## src/rtl/utp_pkg.sv

```systemverilog
// Package for the UUID text parser: status codes, character constants,
// character classification helpers and inter-module structs.
// No dependencies.
package utp_pkg;

  localparam logic [5:0] UUID_LEN = 6'd36;
  localparam logic [5:0] POS_MAX  = 6'd63;
  localparam logic [7:0] CH_DASH  = 8'h2D;
  localparam logic [3:0] VERSION_NIBBLE = 4'h4;
  localparam logic [1:0] VARIANT_BITS   = 2'b10;

  typedef enum logic [2:0] {
    ST_OK      = 3'd0,
    ST_LENGTH  = 3'd1,
    ST_DASH    = 3'd2,
    ST_HEX     = 3'd3,
    ST_VERSION = 3'd4,
    ST_VARIANT = 3'd5
  } status_t;

  typedef struct packed {
    logic       ok;
    logic [3:0] val;
  } nib_t;

  typedef struct packed {
    logic       dash_seen;
    logic [5:0] dash_pos;
    logic       digit_seen;
    logic [5:0] digit_pos;
  } fault_t;

  // Parser state as it stands after the current character.
  typedef struct packed {
    logic [5:0]  count;
    logic [63:0] upper;
    logic [63:0] lower;
    fault_t      faults;
  } snap_t;

  function automatic logic is_dash_slot(input logic [5:0] p);
    return (p == 6'd8) || (p == 6'd13) || (p == 6'd18) || (p == 6'd23);
  endfunction

  // Lowercase hex only; anything else reports not ok with a zero nibble.
  function automatic nib_t nibble_of(input logic [7:0] c);
    nib_t n;
    n.ok  = 1'b0;
    n.val = 4'h0;
    if (c >= 8'h30 && c <= 8'h39) begin
      n.ok  = 1'b1;
      n.val = c[3:0];
    end else if (c >= 8'h61 && c <= 8'h66) begin
      n.ok  = 1'b1;
      n.val = c[3:0] + 4'd9;
    end
    return n;
  endfunction

endpackage

```

## src/rtl/utp_in_if.sv

```systemverilog
// Character request channel for the UUID text parser.
// No dependencies.
interface utp_in_if;
  logic       valid;
  logic       ready;
  logic [7:0] ch;
  logic       last;

  modport source (output valid, output ch, output last, input ready);
  modport sink   (input valid, input ch, input last, output ready);
endinterface

```

## src/rtl/utp_out_if.sv

```systemverilog
// Result request channel for the UUID text parser.
// No dependencies.
interface utp_out_if;
  logic        valid;
  logic        ready;
  logic [2:0]  status;
  logic [63:0] value_upper;
  logic [63:0] value_lower;
  logic [5:0]  error_position;

  modport source (output valid, output status, output value_upper, output value_lower,
                  output error_position, input ready);
  modport sink   (input valid, input status, input value_upper, input value_lower,
                  input error_position, output ready);
endinterface

```

## src/rtl/uuid_text_parser_unit.sv

```systemverilog
// Channel   Dir  Payload                                               Handshake
// in_chan   in   ch[7:0], last                                          valid/ready
// out_chan  out  status[2:0], value_upper/lower[63:0], error_position   valid/ready
//
// One character per cycle while the result register is not stalled. A character is held
// in the input register, then updates the parser state; the final character loads the
// result register, which presents the result as valid on out_chan.
// Synchronous active-low reset clears the parser state and both valid flags.
// A full result register that is not taken holds the input register, which in turn
// drops in_chan.ready; there are no bubbles while out_chan.ready stays high.
// Depends on utp_pkg, utp_in_if, utp_out_if, utp_char_stage, utp_result_stage.
module uuid_text_parser_unit (
  input  logic      clk,
  input  logic      rst_n,
  utp_in_if.sink    in_chan,
  utp_out_if.source out_chan
);
  import utp_pkg::*;

  logic       in_vld_r, in_vld_nxt;
  logic [7:0] in_ch_r;
  logic       in_last_r;
  logic       slot_free;
  logic       advance;
  logic       load;
  snap_t      snap;

  assign advance       = in_vld_r && slot_free;
  assign load          = advance && in_last_r;
  assign in_chan.ready = !in_vld_r || advance;

  always_comb begin
    in_vld_nxt = in_vld_r;
    if (in_chan.valid && in_chan.ready) begin
      in_vld_nxt = 1'b1;
    end else if (advance) begin
      in_vld_nxt = 1'b0;
    end
  end

  always_ff @(posedge clk) begin
    if (!rst_n) begin
      in_vld_r <= 1'b0;
    end else begin
      in_vld_r <= in_vld_nxt;
    end
  end

  always_ff @(posedge clk) begin
    if (in_chan.valid && in_chan.ready) begin
      in_ch_r   <= in_chan.ch;
      in_last_r <= in_chan.last;
    end
  end

  utp_char_stage u_char (
    .clk   (clk),
    .rst_n (rst_n),
    .fire  (advance),
    .ch    (in_ch_r),
    .last  (in_last_r),
    .snap  (snap)
  );

  utp_result_stage u_result (
    .clk       (clk),
    .rst_n     (rst_n),
    .load      (load),
    .snap      (snap),
    .slot_free (slot_free),
    .out_chan  (out_chan)
  );

  a_in_hold: assert property (@(posedge clk) disable iff (!rst_n)
    in_vld_r && !slot_free |=> in_vld_r && $stable(in_ch_r) && $stable(in_last_r))
    else $error("held character changed while result stalled");

  a_load_valid: assert property (@(posedge clk) disable iff (!rst_n)
    load |=> out_chan.valid)
    else $error("result not presented after last character");

  a_no_overwrite: assert property (@(posedge clk) disable iff (!rst_n)
    load |-> !out_chan.valid || out_chan.ready)
    else $error("result register overwritten before taken");

  a_epos_zero: assert property (@(posedge clk) disable iff (!rst_n)
    out_chan.valid && (out_chan.status == ST_OK || out_chan.status == ST_VERSION ||
                       out_chan.status == ST_VARIANT) |-> out_chan.error_position == 6'd0)
    else $error("error position set on a status without position");

endmodule

```

## src/rtl/utp_char_stage.sv

```systemverilog
// Per-character state update: position count, nibble shift register, fault capture.
// Depends on utp_pkg.
module utp_char_stage (
  input  logic          clk,
  input  logic          rst_n,
  input  logic          fire,
  input  logic [7:0]    ch,
  input  logic          last,
  output utp_pkg::snap_t snap
);
  import utp_pkg::*;

  logic [5:0]  pos_r, pos_nxt;
  logic [63:0] upper_r, upper_nxt;
  logic [63:0] lower_r, lower_nxt;
  fault_t      flt_r, flt_nxt;

  logic       in_range;
  logic       dash_slot;
  nib_t       nib;
  snap_t      upd;

  always_comb begin
    in_range  = pos_r < UUID_LEN;
    dash_slot = is_dash_slot(pos_r);
    nib       = nibble_of(ch);

    upd.count  = (pos_r < POS_MAX) ? pos_r + 6'd1 : POS_MAX;
    upd.upper  = upper_r;
    upd.lower  = lower_r;
    upd.faults = flt_r;

    if (in_range) begin
      if (dash_slot) begin
        if (ch != CH_DASH && !flt_r.dash_seen) begin
          upd.faults.dash_seen = 1'b1;
          upd.faults.dash_pos  = pos_r;
        end
      end else begin
        if (!nib.ok && !flt_r.digit_seen) begin
          upd.faults.digit_seen = 1'b1;
          upd.faults.digit_pos  = pos_r;
        end
        upd.upper = {upper_r[59:0], lower_r[63:60]};
        upd.lower = {lower_r[59:0], nib.val};
      end
    end
  end

  assign snap = upd;

  // The final character hands its snapshot on and clears the state for the next string.
  always_comb begin
    pos_nxt   = pos_r;
    upper_nxt = upper_r;
    lower_nxt = lower_r;
    flt_nxt   = flt_r;
    if (fire) begin
      if (last) begin
        pos_nxt   = '0;
        upper_nxt = '0;
        lower_nxt = '0;
        flt_nxt   = '0;
      end else begin
        pos_nxt   = upd.count;
        upper_nxt = upd.upper;
        lower_nxt = upd.lower;
        flt_nxt   = upd.faults;
      end
    end
  end

  always_ff @(posedge clk) begin
    if (!rst_n) begin
      pos_r   <= '0;
      upper_r <= '0;
      lower_r <= '0;
      flt_r   <= '0;
    end else begin
      pos_r   <= pos_nxt;
      upper_r <= upper_nxt;
      lower_r <= lower_nxt;
      flt_r   <= flt_nxt;
    end
  end

endmodule

```

## src/rtl/utp_result_stage.sv

```systemverilog
// Status priority decision and result output register.
// Depends on utp_pkg and utp_out_if.
module utp_result_stage (
  input  logic           clk,
  input  logic           rst_n,
  input  logic           load,
  input  utp_pkg::snap_t snap,
  output logic           slot_free,
  utp_out_if.source      out_chan
);
  import utp_pkg::*;

  logic        out_vld_r, out_vld_nxt;
  status_t     status_r, status_nxt;
  logic [63:0] upper_r;
  logic [63:0] lower_r;
  logic [5:0]  epos_r, epos_nxt;

  always_comb begin
    status_nxt = ST_OK;
    epos_nxt   = '0;
    if (snap.count != UUID_LEN) begin
      status_nxt = ST_LENGTH;
      epos_nxt   = snap.count;
    end else if (snap.faults.dash_seen) begin
      status_nxt = ST_DASH;
      epos_nxt   = snap.faults.dash_pos;
    end else if (snap.faults.digit_seen) begin
      status_nxt = ST_HEX;
      epos_nxt   = snap.faults.digit_pos;
    end else if (snap.upper[15:12] != VERSION_NIBBLE) begin
      status_nxt = ST_VERSION;
    end else if (snap.lower[63:62] != VARIANT_BITS) begin
      status_nxt = ST_VARIANT;
    end
  end

  assign slot_free = !out_vld_r || out_chan.ready;

  always_comb begin
    out_vld_nxt = out_vld_r;
    if (load) begin
      out_vld_nxt = 1'b1;
    end else if (out_chan.ready) begin
      out_vld_nxt = 1'b0;
    end
  end

  always_ff @(posedge clk) begin
    if (!rst_n) begin
      out_vld_r <= 1'b0;
    end else begin
      out_vld_r <= out_vld_nxt;
    end
  end

  always_ff @(posedge clk) begin
    if (load) begin
      status_r <= status_nxt;
      upper_r  <= snap.upper;
      lower_r  <= snap.lower;
      epos_r   <= epos_nxt;
    end
  end

  assign out_chan.valid          = out_vld_r;
  assign out_chan.status         = status_r;
  assign out_chan.value_upper    = upper_r;
  assign out_chan.value_lower    = lower_r;
  assign out_chan.error_position = epos_r;

endmodule
```

## src/flat_wrapper.sv

```systemverilog
// flat-port wrapper written by rule: the top's interface ports become plain ports
module uuid_text_parser_unit_flat import utp_pkg::*;
  (clk, rst_n, in_chan_valid, in_chan_ch, in_chan_last, in_chan_ready, out_chan_valid, out_chan_status, out_chan_value_upper, out_chan_value_lower, out_chan_error_position, out_chan_ready);
  utp_in_if in_chan_i ();
  utp_out_if out_chan_i ();
  input  logic clk;
  input  logic rst_n;
  input wire logic [$bits(in_chan_i.valid)-1:0] in_chan_valid;
  input wire logic [$bits(in_chan_i.ch)-1:0] in_chan_ch;
  input wire logic [$bits(in_chan_i.last)-1:0] in_chan_last;
  output wire logic [$bits(in_chan_i.ready)-1:0] in_chan_ready;
  output wire logic [$bits(out_chan_i.valid)-1:0] out_chan_valid;
  output wire logic [$bits(out_chan_i.status)-1:0] out_chan_status;
  output wire logic [$bits(out_chan_i.value_upper)-1:0] out_chan_value_upper;
  output wire logic [$bits(out_chan_i.value_lower)-1:0] out_chan_value_lower;
  output wire logic [$bits(out_chan_i.error_position)-1:0] out_chan_error_position;
  input wire logic [$bits(out_chan_i.ready)-1:0] out_chan_ready;
  assign in_chan_i.valid = in_chan_valid;
  assign in_chan_i.ch = in_chan_ch;
  assign in_chan_i.last = in_chan_last;
  assign in_chan_ready = in_chan_i.ready;
  assign out_chan_valid = out_chan_i.valid;
  assign out_chan_status = out_chan_i.status;
  assign out_chan_value_upper = out_chan_i.value_upper;
  assign out_chan_value_lower = out_chan_i.value_lower;
  assign out_chan_error_position = out_chan_i.error_position;
  assign out_chan_i.ready = out_chan_ready;
  uuid_text_parser_unit u_core (.clk(clk), .rst_n(rst_n), .in_chan(in_chan_i), .out_chan(out_chan_i));
endmodule
```

## config.mk

```make
export PLATFORM = sky130hd
export DESIGN_NAME = uuid_text_parser_unit_flat
export DESIGN_NICKNAME = d
export VERILOG_FILES = /design/src/rtl/utp_pkg.sv /design/src/rtl/utp_in_if.sv /design/src/rtl/utp_out_if.sv /design/src/rtl/uuid_text_parser_unit.sv /design/src/rtl/utp_char_stage.sv /design/src/rtl/utp_result_stage.sv /design/src/flat_wrapper.sv
export SDC_FILE = /design/constraint.sdc
export NUM_CORES = 1
export LEC_CHECK = 0
export BUFFER_PORTS_ARGS = -buffer_cell sky130_fd_sc_hd__buf_2
export CAP_MARGIN = 10
export CORE_MARGIN = 1.5
export CORE_UTILIZATION = 45
export DETAILED_ROUTE_END_ITERATION = 12
export PLACE_DENSITY = 0.74
export SLEW_MARGIN = 20
export SYNTH_ARGS = -nofsm -noshare
export SYNTH_HDL_FRONTEND = slang
export SYNTH_SLANG_ARGS = --single-unit
export TNS_END_PERCENT = 10
```

## constraint.sdc

```tcl
create_clock -name clk -period 5 [get_ports clk]
set_clock_uncertainty 0.2 [all_clocks]
set_input_delay 1 -clock clk [delete_from_list [all_inputs] [get_ports clk]]
set_output_delay 1 -clock clk [all_outputs]
set_load 0.02 [all_outputs]
```

# [After elaboration in Yosys (flattened, before gate mapping)]
# Index checks and enable logic that the tools add are counted.
[totals] register_bits=296 inputBits=13 out_inout_bits=139 wordCells=76
[op_classes] addsub=2 n_lt_le_gt_ge=6 eq_ne=8 mux=24 n_reduce_logical=20
[ops] operator="$mux 142" n=1
[ops] operator="$mux 128" n=1
[ops] operator="$mux 64" n=2
[ops] operator="$mux 6" n=5
[ops] operator="$mux 7" n=4
[ops] operator="$mux 14" n=1
[ops] operator="$eq 6x4->1 const B" n=2
[ops] operator="$eq 6x5->1 const B" n=2
[ops] operator="$lt 6x6->1 const B" n=2
[ops] operator="$mux 5" n=2
[ops] operator="$ge 8x6->1 const B" n=1
[ops] operator="$ge 8x7->1 const B" n=1
[ops] operator="$le 8x6->1 const B" n=1
[ops] operator="$le 8x7->1 const B" n=1
[ops] operator="$ne 8x6->1 const B" n=1
[ops] operator="$logic_and 1x1->1" n=7
[ops] operator="$add 6x1->6 const B" n=1
[ops] operator="$mux 3" n=2
[ops] operator="$ne 6x6->1 const B" n=1
[ops] operator="$logic_not 1->1" n=5
[ops] operator="$logic_or 1x1->1" n=5
[ops] operator="$add 4x4->4 const B" n=1
[ops] operator="$mux 1" n=4
[ops] operator="$mux 2" n=2
[ops] operator="4 further kinds" n=5

# [Longest topological paths before layout]
[logic_depth] ltp_word=14 mapped_depth=9 ltp_nobuf=7

# [Cells and area by module]
# Synthesis repeated with hierarchy kept, for this count alone.
[hier_totals] cells_unflattened=778 hier_area_um2=11658.7
[modules_own_cells] mod="utp_char_stage" n_inst=1 cells_per_inst=597 area_per_inst_um2=6961.7 seq_area_each_um2=2962.8
[modules_own_cells] mod="utp_result_stage" n_inst=1 cells_per_inst=165 area_per_inst_um2=4354.2 seq_area_each_um2=4134.0
[modules_own_cells] mod="uuid_text_parser_unit" n_inst=1 cells_per_inst=16 area_per_inst_um2=342.8 seq_area_each_um2=290.3

# [Worst setup path after synthesis]
# OpenSTA, ideal clock, no wires.
[synth_path] path_type="input -> register" from="input out_chan_ready" to="register u_core.u_result.epos_r[0] (netlist: u_core.u_result.out_chan.error_position[0]) (enable)" setup_time_ns=0.490 t_arrival_ns=4.314 required_time_ns=4.310 slack_ns=-0.003 cell_stages=5 cell_sequence="nand2b_1 -> and2_1 -> clkbuf_1 -> nand2_1 -> inv_1"
[synth_via] elab_chain_cells=3
[synth_rtl] item="start, declared" line="flat_wrapper.sv:17" rtl="input wire logic [$bits(out_chan_i.ready)-1:0] out_chan_ready;"
[synth_rtl] item="$logic_or 1x1->1" line="utp_result_stage.sv:38" rtl="assign slot_free = !out_vld_r || out_chan.ready;"
[synth_rtl] item="$logic_and 1x1->1" line="uuid_text_parser_unit.sv:28" rtl="assign advance = in_vld_r && slot_free;"
[synth_rtl] item="$logic_and 1x1->1" line="uuid_text_parser_unit.sv:29" rtl="assign load = advance && in_last_r;"
[synth_rtl] item="via u_core.load" line="uuid_text_parser_unit.sv:25" rtl="logic load;"
[synth_rtl] item="end signal, assigned" line="utp_result_stage.sv:62" rtl="epos_r <= epos_nxt;"
[synth_rtl] item="end, declared" line="utp_result_stage.sv:17" rtl="logic [5:0] epos_r, epos_nxt;"
# The timed path passes the listed nets, and every way through them passes these cells.
# A chain may end at the register's enable or synchronous reset.

# [Final worst setup path]
[layout_path] from="register u_core.u_char.pos_r[2]" to="register u_core.u_result.epos_r[3] (netlist: u_core.u_result.out_chan.error_position[3]) (data pin)"
[layout_via] elab_chain_cells=9 elab_cells_between_ends=18 cone_classes="1 x add/sub; 2 x order compare; 5 x eq/ne; 7 x mux; 3 x reduce/logical"
[layout_rtl] item="start, declared" line="utp_char_stage.sv:13" rtl="logic [5:0] pos_r, pos_nxt;"
[layout_rtl] item="start signal, assigned" line="utp_char_stage.sv:80" rtl="pos_r <= pos_nxt;"
[layout_rtl] item="branches (longest 8 deep; another with $add 6x1->6)"
[layout_rtl] item="$mux 6 (*)" line="utp_result_stage.sv:22" rtl="if (snap.count != UUID_LEN) begin"
[layout_rtl] item="via u_core.u_result.epos_nxt[3]" line="utp_result_stage.sv:17"
# Mark *: on every way through the listed nets, which the timed path passes.

==> metrics.cfg <==
[timing]
drv_slew = 0
slew_headroom_pct = 32.7
post-route-min-period_ns = 3.23
grt_setup_unrepaired = false
fmax_mhz = 309
worst-slew-pin-transition_ns = 1.01
setup_violations = 0
finalSetupTns_ns = 0
final.period_utilization_pct = 64.7
hold_violations = 0

[synthesis]
synth_top_flop_cell = dfxtp_1
yosysWarnings = 0
async_reset_ff_share_pct = 0
avgSynthCellArea_um2 = 11.7
synth_top_area_share_pct = 35.8
synth_edf_count = 146
yosysTopAreaCell = edfxtp_1
synthCells = 1042
synth_cell_type_count = 60
synth_common_cells = nand2_1 (273), dfxtp_1 (150), edfxtp_1 (146), mux2_2 (121), a21boi_0 (68)
netlist_area_um2 = 12200
ys_ff_latch = 296
synth_nets = 1062
synth-seq-area-share_pct = 60.3
ys_top_cells_by_area = edfxtp_1 (36%), dfxtp_1 (25%), mux2_2 (11%)
synth.most_common_cell = nand2_1

[floorplan]
core_um2 = 26800
fp.dieH_um = 168
ioPinCount = 152
die_area_um2 = 28200
num_rows = 60
start_util_pct = 45.7
die_width_um = 168

[pwr]
p_sw_share_pct = 20.8
p_leak_nw = 5.34
p_total_mw = 5.12
peakVddDrop_mv = 0.235
internal-power_mw = 4.05
p_comb_share_pct = 3.2
clkPwrFrac_pct = 46.4
p_seq_share_pct = 50.3
power_density_nw_per_um2 = 359
p_sw_mw = 1.06

[route]
vias_per_cell = 5.24
drc_errors = 0
wire_per_inst_um = 16.5
routed_wirelength_mm = 25.3
drt_iter0_drc = 514
drt-pass1-iter-count = 4
vias = 8025
final_antenna_net_count = 0

[global_routing]
use_met3_pct = 2.28
grt_max_degree = 138
antenna_found_initial = 0
busiest_layer = met2
grtUsageMet2_pct = 28.9
use_met1_pct = 23.8
grtUsageTotal_pct = 17.3
grt_pass1_wl_mm = 39.8
gr-total-overflow = 0
grt_pass1_vias = 7641

[clocking]
cts_max_level = 1
cts.reportedPaths.clkPinSlew_ns = 0.06
clock_sinks = 296
ctsResizeCount = 0
cts_tree = yes
post_cts_buffers = 0
clkLatencyLatePin_ns = 0.55
cts_buffers = 30
cts_root_buf = clkbuf_16
ctsHoldBuffers = 0
clk_path_buf_depth = 3

[final_layout]
multi_input_area_um2 = 4510
nNetsFinal = 1187
regArea_um2 = 7390
finalNonFillerCells = 1532
fill_cells = 2248
n_antenna_cell = 0
final_util_pct = 53.3
syn_to_final_growth_pct = 16.6
drive_above_1_share_pct = 28.5

[place]
portBuffers = 151
hpwl_mm = 15.3
dp_cells = 1476
gp_congestion = 0.786

[status]
status = completed

[setup_path]
crit_end = u_core.u_result.out_chan.error_position[3]
setup.worst_path.class = reg -> reg
startpoint = u_core.u_char.pos_r[2]
critPathArrivalTime_ns = 3.30
rr_worst_depth = 6
required_ns = 5.06
reg2reg_from = u_core.u_char.pos_r[2]
r2r_slack_ns = 1.77
crit_path_max_fanout = 105
r2r-end = u_core.u_result.out_chan.error_position[3]
end_kind = register
startpoint_type = register

[worst_hold_path]
hp-class = reg -> reg

[run]
maxCapViolCount = 0

## worst min path at each step
stage	depth (start not counted)	slack (ns)	startpoint	endpoint
floorplan	2	0.24	u_core.u_char.upper_r[60]	u_core.u_char.upper_r[60]
detailed placement	2	0.26	u_core.u_char.upper_r[0]	u_core.u_char.upper_r[0]
CTS	2	0.27	u_core.u_char.upper_r[0]	u_core.u_char.upper_r[0]
finish	2	0.26	u_core.u_char.lower_r[42]	u_core.u_char.lower_r[42]
global route	2	0.29	u_core.u_char.flt_r[0]	u_core.u_char.flt_r[0]
global placement	2	0.25	u_core.u_char.upper_r[61]	u_core.u_char.upper_r[61]
## final cells by class
type | count | share of cell area (%)
timing repair buffer | 158 | 5.88
clock inverter | 14 | 1.31
sequential | 296 | 51.8
multi-input combinational | 672 | 31.6
tap | 341 | 2.99
clock buffer | 42 | 6.22
inverter | 9 | 0.263
## registers in the layout, indices dropped and copies added (netlist names)
name / flops
u_core.in_ch_r: 8
u_core.in_last_r: 1
u_core.in_vld_r: 1
u_core.u_char.flt_r: 14
u_core.u_char.lower_r: 64
u_core.u_char.pos_r: 6
u_core.u_char.upper_r: 64
u_core.u_result.out_chan.error_position: 6
u_core.u_result.out_chan.status: 3
u_core.u_result.out_chan.valid: 1
u_core.u_result.out_chan.value_lower: 64
u_core.u_result.out_chan.value_upper: 64
## cell usage in the layout, fill, tap and decap left out, types with 8 or more instances in the layout
cell type / count
buf_2: 150
a21boi_1: 59
o22ai_1: 10
nand2_1: 272
o21ai_0: 9
a21boi_0: 68
edfxtp_1: 146
nor2_1: 10
clkbuf_16: 32
nand2b_1: 11
mux2_2: 121
inv_1: 8
dfxtp_1: 150
a21oi_1: 8
## stage by stage
step	instance area, µm²	setup slack (ns)	hold WS [ns]
2_1_floorplan	12200	0.702	0.240
5_1_grt	14300	1.55	0.289
4_1_cts	14300	1.73	0.268
6_report	14300	1.77	0.265
3_3_place_gp	13200	1.65	0.246
3_5_place_dp	13200	1.68	0.257
## worst max-delay path: stages (launching register included)
cell       delay [ns]
dfxtp_1          0.73
mux2i_2          0.39
o221ai_4         0.17
buf_12           0.25
a2111oi_4        0.70
mux2i_1          0.32
o221ai_1         0.18
## metal layers
layer  wire [µm]  part of all wire (%)
met1       11600                    46
met2       12200                    48
met3        1050                   4.1
met4         524                   2.1
met5           0                     0
## power by group through the flow
stage | sequential (mW) | combinational (mW) | clock (mW)
floorplan | 2.65 | 0.0903 | 0
global placement | 2.63 | 0.167 | 0
detailed placement | 2.63 | 0.168 | 0
CTS | 2.57 | 0.169 | 2.42
global route | 2.58 | 0.179 | 2.52
finish | 2.57 | 0.166 | 2.38
## cells by family after synthesis
logic type,count (synthesis),synth area share [%]
DFF,296,60.3
adders and majority gates,7,0.715
muxes,133,12.2
and+or+nand+nor,338,11.5
xor gates and xnor gates,3,0.215
AOI/OAI and AO/OA,191,12.0
buffers and inverters,74,2.95
(Power assumes the default switching activity.)
